### src/lcdx_pkg.sv
`timescale 1ns / 1ps

package lcdx_pkg;

  localparam int QUEUE_DEPTH = 4;

  localparam int CMD_W = 2;
  localparam int VAL_W = 8;
  localparam int BYTE_W = 8;
  localparam int WAIT_W = 15;
  localparam int STEP_W = 5;
  localparam int IN_TDATA_W = 16;
  localparam int OUT_TDATA_W = 24;

  localparam logic [CMD_W-1:0] CMD_INIT = 2'd0;
  localparam logic [CMD_W-1:0] CMD_INSTR = 2'd1;
  localparam logic [CMD_W-1:0] CMD_CHAR = 2'd2;
  localparam logic [CMD_W-1:0] CMD_NONE = 2'd3;

  localparam logic [BYTE_W-1:0] BACKLIGHT_BIT = 8'h80;
  localparam logic [BYTE_W-1:0] SEL_NORMAL = 8'h40;
  localparam logic [BYTE_W-1:0] EN_NORMAL = 8'h10;

  localparam logic [WAIT_W-1:0] WAIT_CLEAR = 15'd10000;

  localparam int WAKE_LEN = 9;
  localparam int BEATS_PER_BYTE = 4;
  localparam int SETUP_COUNT = 4;
  localparam int INIT_LEN = WAKE_LEN + BEATS_PER_BYTE * SETUP_COUNT;
  // last beat of the clear instruction
  localparam int CLEAR_STEP = WAKE_LEN + BEATS_PER_BYTE * 2 + BEATS_PER_BYTE - 1;

  localparam logic [0:0] REG_BACKLIGHT = 1'b0;
  localparam logic [0:0] REG_REVERSE = 1'b1;

  typedef struct packed {
    logic             is_init;
    logic             is_char;
    logic [VAL_W-1:0] value;
  } lcdx_entry_t;

  typedef struct packed {
    logic        valid;
    lcdx_entry_t entry;
  } lcdx_head_t;

  typedef struct packed {
    logic              en;
    logic [3:0]        nibble;
    logic [WAIT_W-1:0] wait_us;
  } lcdx_wake_t;

  function automatic lcdx_wake_t wake_beat(input logic [3:0] step);
    lcdx_wake_t w;
    w = '{en: 1'b0, nibble: 4'h0, wait_us: 15'd0};
    case (step)
      4'd0: w = '{en: 1'b0, nibble: 4'h0, wait_us: 15'd20000};
      4'd1: w = '{en: 1'b1, nibble: 4'h3, wait_us: 15'd10};
      4'd2: w = '{en: 1'b0, nibble: 4'h3, wait_us: 15'd15000};
      4'd3: w = '{en: 1'b1, nibble: 4'h3, wait_us: 15'd10};
      4'd4: w = '{en: 1'b0, nibble: 4'h3, wait_us: 15'd5000};
      4'd5: w = '{en: 1'b1, nibble: 4'h3, wait_us: 15'd10};
      4'd6: w = '{en: 1'b0, nibble: 4'h3, wait_us: 15'd5000};
      4'd7: w = '{en: 1'b1, nibble: 4'h2, wait_us: 15'd10};
      4'd8: w = '{en: 1'b0, nibble: 4'h2, wait_us: 15'd5000};
      default: w = '{en: 1'b0, nibble: 4'h0, wait_us: 15'd0};
    endcase
    return w;
  endfunction

  function automatic logic [BYTE_W-1:0] setup_instr(input logic [1:0] idx);
    logic [BYTE_W-1:0] b;
    case (idx)
      2'd0: b = 8'h28;
      2'd1: b = 8'h0F;
      2'd2: b = 8'h01;
      2'd3: b = 8'h08;
      default: b = 8'h00;
    endcase
    return b;
  endfunction

endpackage

### src/lcdx_front.sv
`timescale 1ns / 1ps

module lcdx_front import lcdx_pkg::*; #(
  parameter int DEPTH = QUEUE_DEPTH
) (
  input  logic                  clk,
  input  logic                  rst_n,
  input  logic                  in_tvalid,
  output logic                  in_tready,
  input  logic [IN_TDATA_W-1:0] in_tdata,
  output lcdx_head_t            head,
  input  logic                  pop
);

  localparam int PTR_W = (DEPTH > 1) ? $clog2(DEPTH) : 1;
  localparam int CNT_W = $clog2(DEPTH + 1);

  lcdx_entry_t mem_r [DEPTH];
  logic [PTR_W-1:0] wr_ptr_r, wr_ptr_nxt;
  logic [PTR_W-1:0] rd_ptr_r, rd_ptr_nxt;
  logic [CNT_W-1:0] count_r, count_nxt;

  logic [CMD_W-1:0] cmd;
  logic             push;
  logic             do_pop;
  lcdx_entry_t      entry;

  assign cmd = in_tdata[CMD_W-1:0];
  assign in_tready = (count_r != CNT_W'(DEPTH));
  // unused command code is taken and dropped
  assign push = in_tvalid && in_tready && (cmd != CMD_NONE);
  assign do_pop = pop && (count_r != '0);

  always_comb begin
    entry.is_init = (cmd == CMD_INIT);
    entry.is_char = (cmd == CMD_CHAR);
    entry.value = in_tdata[CMD_W +: VAL_W];
  end

  always_comb begin
    wr_ptr_nxt = wr_ptr_r;
    rd_ptr_nxt = rd_ptr_r;
    count_nxt = count_r;
    if (push) begin
      wr_ptr_nxt = (wr_ptr_r == PTR_W'(DEPTH - 1)) ? '0 : wr_ptr_r + 1'b1;
    end
    if (do_pop) begin
      rd_ptr_nxt = (rd_ptr_r == PTR_W'(DEPTH - 1)) ? '0 : rd_ptr_r + 1'b1;
    end
    if (push && !do_pop) begin
      count_nxt = count_r + 1'b1;
    end else if (!push && do_pop) begin
      count_nxt = count_r - 1'b1;
    end
  end

  always_ff @(posedge clk) begin
    if (!rst_n) begin
      wr_ptr_r <= '0;
      rd_ptr_r <= '0;
      count_r <= '0;
    end else begin
      wr_ptr_r <= wr_ptr_nxt;
      rd_ptr_r <= rd_ptr_nxt;
      count_r <= count_nxt;
    end
  end

  always_ff @(posedge clk) begin
    if (push) begin
      mem_r[wr_ptr_r] <= entry;
    end
  end

  assign head.valid = (count_r != '0);
  assign head.entry = mem_r[rd_ptr_r];

endmodule

### src/lcdx_back.sv
`timescale 1ns / 1ps

module lcdx_back import lcdx_pkg::*; (
  input  logic                   clk,
  input  logic                   rst_n,
  input  lcdx_head_t             head,
  output logic                   pop,
  input  logic                   backlight_on,
  input  logic                   reverse_pins,
  output logic                   out_tvalid,
  input  logic                   out_tready,
  output logic [OUT_TDATA_W-1:0] out_tdata,
  output logic                   out_tlast
);

  logic [STEP_W-1:0] step_r, step_nxt;
  logic              out_valid_r, out_valid_nxt;
  logic [BYTE_W-1:0] port_r;
  logic [WAIT_W-1:0] wait_r;
  logic              last_r;

  logic              advance;
  logic [STEP_W-1:0] init_off;
  logic [1:0]        sub;
  logic [BYTE_W-1:0] src_byte;
  logic [3:0]        nib;
  logic [BYTE_W-1:0] en_bit;
  logic [BYTE_W-1:0] sel_bit;
  logic [BYTE_W-1:0] base;
  lcdx_wake_t        wake;
  logic [BYTE_W-1:0] beat_port;
  logic [WAIT_W-1:0] beat_wait;
  logic              beat_last;
  logic              in_wake;

  assign advance = head.valid && (!out_valid_r || out_tready);
  assign pop = advance && beat_last;

  assign en_bit = reverse_pins ? SEL_NORMAL : EN_NORMAL;
  assign sel_bit = reverse_pins ? EN_NORMAL : SEL_NORMAL;

  assign init_off = step_r - STEP_W'(WAKE_LEN);
  assign in_wake = head.entry.is_init && (step_r < STEP_W'(WAKE_LEN));

  always_comb begin
    wake = wake_beat(step_r[3:0]);
    if (head.entry.is_init) begin
      src_byte = setup_instr(init_off[3:2]);
      sub = init_off[1:0];
    end else begin
      src_byte = head.entry.value;
      sub = step_r[1:0];
    end
    nib = sub[1] ? src_byte[3:0] : src_byte[7:4];
    base = (backlight_on ? BACKLIGHT_BIT : '0) | (head.entry.is_char ? sel_bit : '0);
    if (in_wake) begin
      beat_port = (wake.en ? en_bit : '0) | {4'h0, wake.nibble};
      beat_wait = wake.wait_us;
    end else begin
      beat_port = base | {4'h0, nib} | (!sub[0] ? en_bit : '0);
      beat_wait = (head.entry.is_init && step_r == STEP_W'(CLEAR_STEP)) ? WAIT_CLEAR : '0;
    end
    beat_last = head.entry.is_init ? (step_r == STEP_W'(INIT_LEN - 1))
                                   : (step_r == STEP_W'(BEATS_PER_BYTE - 1));
  end

  always_comb begin
    step_nxt = step_r;
    out_valid_nxt = out_valid_r;
    if (out_tready) begin
      out_valid_nxt = 1'b0;
    end
    if (advance) begin
      out_valid_nxt = 1'b1;
      step_nxt = beat_last ? '0 : step_r + 1'b1;
    end
  end

  always_ff @(posedge clk) begin
    if (!rst_n) begin
      step_r <= '0;
      out_valid_r <= 1'b0;
    end else begin
      step_r <= step_nxt;
      out_valid_r <= out_valid_nxt;
    end
  end

  always_ff @(posedge clk) begin
    if (advance) begin
      port_r <= beat_port;
      wait_r <= beat_wait;
      last_r <= beat_last;
    end
  end

  assign out_tvalid = out_valid_r;
  assign out_tdata = {1'b0, wait_r, port_r};
  assign out_tlast = last_r;

endmodule

### src/lcd_4bit_expander_sequencer.sv
`timescale 1ns / 1ps
// the first port byte of a request passes through the request queue, then the output register
// throughput: one port byte per cycle while a request is queued and out_tready is high;
//   an instruction or character causes 4 port bytes, an initialize causes 25
// a request queue of DEPTH entries (default QUEUE_DEPTH) keeps intake going while bytes are sent
// reset: synchronous active low, clears queue, sequencer and both registers

module lcd_4bit_expander_sequencer import lcdx_pkg::*; #(
  parameter int DEPTH = QUEUE_DEPTH
) (
  input  logic                   clk,
  input  logic                   rst_n,
  input  logic                   in_tvalid,
  output logic                   in_tready,
  input  logic [IN_TDATA_W-1:0]  in_tdata,   // command[1:0], value[9:2], zero fill
  output logic                   out_tvalid,
  input  logic                   out_tready,
  output logic [OUT_TDATA_W-1:0] out_tdata,  // port_byte[7:0], wait_after_us[22:8], zero fill
  output logic                   out_tlast,
  input  logic                   cfg_psel,
  input  logic                   cfg_penable,
  input  logic                   cfg_pwrite,
  input  logic [2:0]             cfg_paddr,
  input  logic [31:0]            cfg_pwdata,
  output logic [31:0]            cfg_prdata,
  output logic                   cfg_pready
);

  logic       backlight_r;
  logic       reverse_r;
  logic       cfg_wr;
  lcdx_head_t head;
  logic       pop;

  assign cfg_pready = 1'b1;
  assign cfg_wr = cfg_psel && cfg_penable && cfg_pwrite && cfg_pready;

  always_ff @(posedge clk) begin
    if (!rst_n) begin
      backlight_r <= 1'b0;
      reverse_r <= 1'b0;
    end else if (cfg_wr) begin
      if (cfg_paddr[2] == REG_BACKLIGHT) begin
        backlight_r <= cfg_pwdata[0];
      end else begin
        reverse_r <= cfg_pwdata[0];
      end
    end
  end

  assign cfg_prdata = {31'b0, (cfg_paddr[2] == REG_REVERSE) ? reverse_r : backlight_r};

  lcdx_front #(.DEPTH(DEPTH)) u_front (
    .clk       (clk),
    .rst_n     (rst_n),
    .in_tvalid (in_tvalid),
    .in_tready (in_tready),
    .in_tdata  (in_tdata),
    .head      (head),
    .pop       (pop)
  );

  lcdx_back u_back (
    .clk          (clk),
    .rst_n        (rst_n),
    .head         (head),
    .pop          (pop),
    .backlight_on (backlight_r),
    .reverse_pins (reverse_r),
    .out_tvalid   (out_tvalid),
    .out_tready   (out_tready),
    .out_tdata    (out_tdata),
    .out_tlast    (out_tlast)
  );

endmodule

### config.mk
export PLATFORM = sky130hd
export DESIGN_NAME = lcd_4bit_expander_sequencer
export DESIGN_NICKNAME = d
export VERILOG_FILES = /design/src/lcdx_pkg.sv /design/src/lcdx_front.sv /design/src/lcdx_back.sv /design/src/lcd_4bit_expander_sequencer.sv
export SDC_FILE = /design/constraint.sdc
export NUM_CORES = 1
export LEC_CHECK = 0
export BUFFER_PORTS_ARGS = -buffer_cell sky130_fd_sc_hd__clkbuf_2
export CORE_MARGIN = 2
export CORE_UTILIZATION = 51
export DETAILED_ROUTE_END_ITERATION = 7
export GPL_TIMING_DRIVEN = 0
export PLACE_DENSITY = 0.79
export SLEW_MARGIN = 20
export SYNTH_ARGS = -nofsm -noshare
export SYNTH_HDL_FRONTEND = slang
export SYNTH_SLANG_ARGS = --single-unit
### constraint.sdc
create_clock -name clk -period 3.7 [get_ports clk]
set_clock_uncertainty 0.15 [all_clocks]
set_input_delay 0.185 -clock clk [delete_from_list [all_inputs] [get_ports clk]]
set_output_delay 0.185 -clock clk [all_outputs]
set_load 0.005 [all_outputs]
### Word-level counts from Yosys, hierarchy flattened

Memory sizes are Yosys's and may differ from the RTL's. A register that Yosys moved wholly into a read port is not among the register bits.
Index checks and enable logic that the tools add are counted.

| cells by class | value |
|---|---|
| $add $sub $neg | 6 |
| eq/ne operators | 11 |
| reductions and logical operators | 22 |
| magnitude comparators | 1 |
| bitwise operators | 5 |
| muxes and demuxes | 28 |

Operator list:

| kind | number |
|---|---|
| 8-bit 2-to-1 mux | 6 |
| 8-bit one-hot mux with 4 select lines | 1 |
| 8-bit by 4-bit bitwise OR with 8-bit output | 2 |
| 8-bit bitwise OR | 2 |
| 15-bit 2-to-1 mux | 1 |
| 14-bit 2-to-1 mux | 1 |
| 7-bit 2-to-1 mux | 2 |
| 4-bit 2-to-1 mux | 3 |
| 1-bit logical AND | 11 |
| 2-bit equality test (second input constant) | 5 |
| 5-bit equality test (second input constant) | 2 |
| 2-bit 2-to-1 mux | 5 |
| 1-bit 2-to-1 mux | 6 |
| 3-bit 2-to-1 mux | 2 |
| 5-bit by 1-bit adder with 5-bit output (second input constant) | 1 |
| 5-bit by 2-bit equality test with 1-bit output (second input constant) | 1 |
| 5-bit by 4-bit less-than comparator with 1-bit output (second input constant) | 1 |
| 5-bit 2-to-1 mux | 1 |
| 2-bit by 1-bit adder with 2-bit output (second input constant) | 2 |
| 2-bit zero test | 2 |
| 2-bit AND reduction | 2 |
| 2-bit nonzero test | 2 |
| 4-bit subtractor (second input constant) | 1 |
| 3-bit by 1-bit adder with 3-bit output (second input constant) | 1 |
| 8 further kinds | 10 |

| word-level totals | value |
|---|---|
| bits in read-only memories | 240 |
| bits in writable memories | 40 |
| memories | 2 |
| bits in registers | 39 |
| output and inout port bits | 60 |

Memory list:

| name | depth | width | read ports | clocked after memory_dff | write ports | RTL line | RTL |
|---|---|---|---|---|---|---|---|
| (name not given) | 16 | 15 | 1 | 1 | 0 | lcdx_pkg.sv:56 | `case (step)` |
| u_front.mem_r | 4 | 10 | 1 | 1 | 1 | lcdx_front.sv:18 | `lcdx_entry_t mem_r [DEPTH];` |

### Depth between registers and ports, before layout

Gate-level depths: netlist of run 1.

| logic depth | value |
|---|---|
| depth in word-level cells | 8 |
| mapped depth | 11 |

### Cells and area by module

Synthesis of run 1 repeated with hierarchy kept, for this count alone.

| unflattened totals | value |
|---|---|
| cell total of the unflattened synthesis | 304 |
| area total of the unflattened synthesis | 3936.3 µm² |

By module, submodules not included:

| module | cells each | times used | seq. area each (µm²) | area each (µm²) |
|---|---|---|---|---|
| lcdx_front | 106 | 1 | 1381.3 | 1940.6 |
| lcdx_back | 154 | 1 | 810.8 | 1650.3 |
| lcd_4bit_expander_sequencer | 44 | 1 | 40.0 | 345.3 |

### Least setup slack after synthesis of run 1

Ideal clock, no wire load.

| timing path | value |
|---|---|
| path kind | reg2reg |
| start | reg with a tool-made name |
| end | reg u_front.count_r[2] |
| arrival | 2.734 ns |
| cell stages (with the launch flop) | 12 |
| clock period less this slack | 2.960 ns |
| buffers on the path | 1 |
| slack | 0.740 ns |
| cells stage by stage | dfxtp_1 -> buf_6 -> mux4_2 -> or4_4 -> a21oi_4 -> inv_2 -> ha_1 -> inv_1 -> fa_1 -> xor2_1 -> or3_1 -> a21boi_0 |

RTL lines:

| item | RTL line | RTL |
|---|---|---|
| to (signal assigned) | lcdx_front.sv:65 | `count_r <= count_nxt;` |
| to (decl) | lcdx_front.sv:21 | `logic [CNT_W-1:0] count_r, count_nxt;` |

==> out/metrics.cfg, run 1 <==
[timing]
period_share_pct=89.9
fmax_mhz=301
rsz0062_at_grt=false
hold_viol_final=0
layout_setup_ws_ns=0.375
final_max_slew_viol_count=0
slew-limit-headroom_pct=42.3
tightest_slew_ns=0.864
finalSetupTns_ns=0
finalSetupViolCount=0
finalCriticalPeriod_ns=3.33

[routing]
drc=0
wl_per_cell_microns=12.8
dr.pass1.iters=4
initialDrtViolationCount=162
ant_nets=0
via_count=2391
wl_mm=6.42
vias_per_cell=4.75

[worst_hold_path]
hold_start=in_tdata[0]
hold_path_class=in2reg
hold_path_depth=2
hold_end=u_front.mem_r[3][8]$_DFFE_PP_

[place]
place.gp.congestion=0.884
placed_area_sq_mm=0.00436
post-dp-hpwl_mm=4.50
post-place-cells=478
dp_slack_ns=0.347
port_buffers=40

[grt]
grt_pass1_vias=2328
grt_remaining_overflow=0
grtUsageTotal_pct=16.6
antenna_found_initial=0
grt_start_max_net_pins=23
grt_pass1_wl_mm=10.6

[layout]
seqCellArea_sq_mm=0.00223
fill_cells=572
design_area_sq_mm=0.00462
nets=471
syn2layout_area_growth_pct=18.5
antenna_cells=0
final_cell_mix=57 x edfxtp_1, 40 x buf_4, 40 x clkbuf_2
stdcell_count=503
drive_gt1_share_pct=28.0
final_common_cell=edfxtp_1
multi_input_area_sq_mm=0.00140

[clocking]
path_clk_slew_ns=0.08
clkLatencyLatePin_ns=0.36
cts_sinks=83
clockBufferDepth=2
cts_buffers=9
cts_tree=built
cts_setup_buffers=0
htreeDepth=3
clock-root-buffer=clkbuf_8

[pwr]
ir_drop_uv=337
finalPower_uw=2300
leakage_uw=0.00192
p_per_area_mw_per_mm2=498

[critical_path]
reg2reg_depth=11
r2r_slack_ns=0.37
crit_arrival_ns=3.46
endpoint_kind=flip-flop
startpoint_type=flip-flop
cp.required_ns=3.84
worstReg2RegEnd=u_front.count_r[2]$_SDFFE_PN0P_
critPathKind=reg2reg
cp_max_fo=10

[logic_synthesis]
synth_area_sq_mm=0.00390
async_reset_ff_share_pct=0
yosys_warnings=0
synth-edff-count=57
synthesis.instances=304
yosysUniqueCellTypes=49
yosys_register_bits=83
synthFlopType=edfxtp_1
avgSynthCellArea_sq_um=12.8
yosysSeqAreaShare_pct=57.2

[floorplan]
die_area_sq_mm=0.00837
dieWidth_microns=91.5
core_sq_mm=0.00733
die_height_microns=91.5
rows=31
start_util_pct=53.2
num_io_pins=118

[status]
status=finished clean

[job]
max_cap_violations=0

==> worst max path at each step <==
| stage | start | to | depth (start not counted) |
|---|---|---|---|
| final | flip-flop | u_front.count_r[2]$_SDFFE_PN0P_ | 11 |
| after CTS | flip-flop | u_front.count_r[2]$_SDFFE_PN0P_ | 11 |
| after global placement | flip-flop | u_front.count_r[2]$_SDFFE_PN0P_ | 11 |
| after floorplan | flip-flop | u_front.count_r[2]$_SDFFE_PN0P_ | 11 |
| after global routing | flip-flop | u_front.count_r[2]$_SDFFE_PN0P_ | 11 |
| after detailed placement | flip-flop | u_front.count_r[2]$_SDFFE_PN0P_ | 11 |
==> Yosys cell counts (all sizes together) (3+ instances only) <==
library cell	number	area share, %
nand2	16	1.5
xnor2	4	0.90
mux4	10	5.8
mux2i	12	3.1
edfxtp	57	44
a21o	3	0.58
clkbuf	8	0.77
inv	13	1.3
nor2	12	1.2
a21boi	4	0.77
ha	12	3.8
nand2b	3	0.48
o211ai	3	0.58
nor2b	14	2.2
buf	43	8.2
xor2	5	1.1
dfxtp	26	13
a21oi	3	0.67
nor3	3	0.38
and2	12	1.9
nand4	5	0.80
nand3	3	0.38
o21ai	6	0.77
a211oi	3	0.58
==> worst max-delay path, stage by stage (launching register included) <==
cell,delay (ns)
dfxtp_1,0.31
clkbuf_1,0.48
mux4_2,0.45
or4_4,0.52
a21oi_4,0.21
inv_2,0.11
ha_1,0.23
inv_1,0.07
fa_1,0.18
xor2_1,0.08
or3_1,0.30
a21boi_0,0.16
==> routing by layer <==
metal  share of wire (%)  global-route usage (%)  up-vias
li1                    -                       -     1201
met1                  42                    18.9     1087
met2                  49                    28.3       89
met3                 6.7                    4.65       14
met4                 2.5                    9.09        0
met5                   0                       0        -
==> area by class of cell <==
| class | instances | area share [%] |
|---|---|---|
| sequential | 83 | 48.3 |
| multi-input combinational | 192 | 30.3 |
| buffer | 51 | 7.58 |
| timing repair buffer | 50 | 6.50 |
| clock buffer | 9 | 2.68 |
| tap | 99 | 2.68 |
| inverter | 13 | 1.06 |
| clock inverter | 6 | 0.893 |
==> logic make-up after synthesis <==
| logic type | share of synthesized area [%] |
|---|---|
| AOI/OAI and AO/OA | 5.77 |
| and+or+nand+nor | 10.8 |
| other | 0.192 |
| muxes | 9.43 |
| adders and majority gates | 4.36 |
| xor gates and xnor gates | 2.02 |
| buffers and inverters | 10.2 |
| DFF | 57.2 |
==> state kept, by name (all words and copies together) (netlist names), 2 cells and up, named ones only <==
name              cells
u_back.port_r         7
u_back.step_r         5
u_back.wait_r         9
u_back.wake           9
u_front.count_r       3
u_front.mem_r        40
u_front.rd_ptr_r      2
u_front.wr_ptr_r      2
==> through the flow <==
step                hold WS [ns]  utilization, %
global placement           0.248            59.4
finish                    0.0163            63.1
CTS                      0.00223            63.1
floorplan                  0.134               -
global route              0.0217            63.1
detailed placement         0.258            59.4
==> report_power, final <==
part           total [uW]  switching (uW)  leakage (uW)  internal (uW)
clock network         554             313     0.0000795            240
logic                 557             309       0.00109            248
registers            1190            43.6      0.000746           1150
==> repair_timing <==
item | 4_1_cts | 5_1_grt
gates resized for setup | 0 | 0
hold endpoints to repair | 34 | 0
hold buffers | 10 | 0
Note: power is estimated with default switching activity, not from simulation.
==> run 2: changes to the inputs <==
- CORE_UTILIZATION: 51 -> 46
- PLACE_DENSITY: 0.79 -> 0.75
- clock period: 3.7 -> 3 ns (I/O delays scaled with it)
==> out/metrics.cfg, run 2 (synthesized netlist as in run 1, its figures left out) <==
[critical_path]
startpoint_type=flip-flop
worstReg2RegEnd=u_front.count_r[2]$_SDFFE_PN0P_
cp_max_fo=7  ; -3
reg2reg_depth=11  ; unchanged
critPathKind=reg2reg
r2r_slack_ns=0.15  ; -0.23 ns
crit_arrival_ns=2.99  ; -0.47 ns
cp.required_ns=3.14  ; -0.70 ns
endpoint_kind=flip-flop

[grt]
antenna_found_initial=0  ; unchanged
grt_remaining_overflow=0  ; unchanged
grt_pass1_vias=2294  ; -1.5%
grtUsageTotal_pct=14.7  ; -1.9 points
grt_start_max_net_pins=23  ; unchanged
grt_pass1_wl_mm=10.1  ; -4.8%

[floorplan]
die_height_microns=96.1  ; +5.1%
start_util_pct=47.5  ; -5.7 points
num_io_pins=118  ; unchanged
die_area_sq_mm=0.00924  ; +10%
core_sq_mm=0.00822  ; +12%
rows=33  ; +6.5%
dieWidth_microns=96.1  ; +5.1%

[routing]
wl_per_cell_microns=12.3  ; -3.9%
vias_per_cell=4.63  ; -2.5%
wl_mm=6.29  ; -2.0%
via_count=2377  ; -0.59%
drc=0  ; unchanged
dr.pass1.iters=6  ; +2
ant_nets=0  ; unchanged
initialDrtViolationCount=96  ; -41%

[place]
post-place-cells=484  ; +1.3%
dp_slack_ns=-0.302  ; -0.649 ns
post-dp-hpwl_mm=4.61  ; +2.2%
port_buffers=40  ; unchanged
place.gp.congestion=0.836  ; -5.3%

[layout]
final_common_cell=edfxtp_1
fin_util_pct=57.7  ; -5.4 points
fill_cells=670  ; +17%
stdcell_count=513  ; +2.0%
nets=474  ; +0.64%
final_cell_mix=57 x edfxtp_1, 42 x buf_4, 40 x clkbuf_2
syn2layout_area_growth_pct=21.5
drive_gt1_share_pct=29.7  ; +1.7 points
largest_reg_flops=40  ; unchanged
regMostFlops=u_front.mem_r
antenna_cells=0  ; unchanged

[clocking]
cts_sinks=83  ; unchanged
htreeDepth=3  ; unchanged
cts_tree=built
clkLatencyLatePin_ns=0.36  ; about the same
clockBufferDepth=2  ; unchanged
clock-root-buffer=clkbuf_8
path_clk_slew_ns=0.09  ; about the same
cts_buffers=9  ; unchanged

[timing]
rsz0062_at_grt=false
slew-limit-headroom_pct=46.8  ; +4.6 points
period_share_pct=95.1  ; +5.3 points
finalCriticalPeriod_ns=2.85  ; -0.471 ns
tightest_slew_ns=0.797  ; -0.0673 ns
finalSetupViolCount=0  ; unchanged
layout_setup_ws_ns=0.146  ; -0.229 ns
final_max_slew_viol_count=0  ; unchanged
fmax_mhz=350  ; +16%
hold_viol_final=0  ; unchanged

[worst_hold_path]
hold_path_depth=4  ; +2
hold_path_class=in2reg
hold_end=reverse_r$_SDFFE_PN0P_
hold_start=cfg_penable

[pwr]
leakage_uw=0.00198  ; +2.9%
p_per_area_mw_per_mm2=645  ; +30%
ir_drop_uv=380  ; +13%
finalPower_uw=3060  ; +33%

[status]
status=finished clean

[job]
max_cap_violations=0  ; unchanged

==> run 2: cell count changes in the layout (fill, tap and decap cells not counted), moves of 2 or more <==
cell and delta:
buf_4 +2, bufinv_16 +2, dfxtp_1 -2, dfxtp_2 +2, dlygate4sd3_1 +2
==> run 2: layout make-up <==
type	count	area (sq um)	area share (%)
sequential	83	2230	47.1
multi-input combinational	192	1410	29.7
buffer	50	350	7.39
timing repair buffer	54	335	7.07
tap	105	131	2.77
clock buffer	9	124	2.61
clock inverter	7	105	2.22
inverter	13	51.3	1.08
==> run 2: per-layer routing <==
layer  vias to the layer above  wire [microns]  GRT usage [%]
met5                         -               0              0
met4                         0              63           5.36
met3                         7             451           3.84
met2                        87            3290           27.2
met1                      1080            2490           16.1
li1                       1203               -              -
==> run 2: critical path: stages, from the launching register on <==
cell and delay (ns):
dfxtp_2 0.34, buf_8 0.09, mux4_2 0.54, or4_4 0.46, a21oi_4 0.20, inv_4 0.08, ha_2 0.19, inv_1 0.06
fa_1 0.17, xor2_1 0.08, or3_1 0.31, a21boi_1 0.12
==> run 2: how the worst max path moves through the flow <==
stage / slack, ns / endpoint / depth (start not counted)
2_1_floorplan: 0.04 / u_front.count_r[2]$_SDFFE_PN0P_ / 11
3_3_place_gp: -0.23 / u_front.count_r[2]$_SDFFE_PN0P_ / 11
3_5_place_dp: -0.30 / u_front.count_r[2]$_SDFFE_PN0P_ / 11
4_1_cts: 0.002 / u_front.count_r[2]$_SDFFE_PN0P_ / 11
5_1_grt: 0.02 / u_front.count_r[2]$_SDFFE_PN0P_ / 11
6_report: 0.15 / u_front.count_r[2]$_SDFFE_PN0P_ / 11
==> run 2: timing repair <==
action	in CTS	in global routing
endpoints found under the setup margin	3	3
hold buffers	12	0
gates cloned	0	0
hold endpoints to repair	42	0
pin swaps	1	3
buffers inserted	2	0
gates resized for setup	2	5
==> run 2: power breakdown <==
| group | switching [uW] | internal (uW) | leakage, uW |
|---|---|---|---|
| Sequential | 53.4 | 1420 | 0.000747 |
| Clock | 419 | 481 | 0.000112 |
| Combinational | 380 | 309 | 0.00112 |
| Total | 853 | 2210 | 0.00198 |
==> run 2: per-stage QoR <==
step	TNS, ns	hold slack [ns]	area (sq um)
global placement	-0.402	0.214	4370
global route	0	0.0549	4740
CTS	0	0.0137	4730
finish	0	0.0281	4740
detailed placement	-0.537	0.222	4370
floorplan	0	0.0989	4030
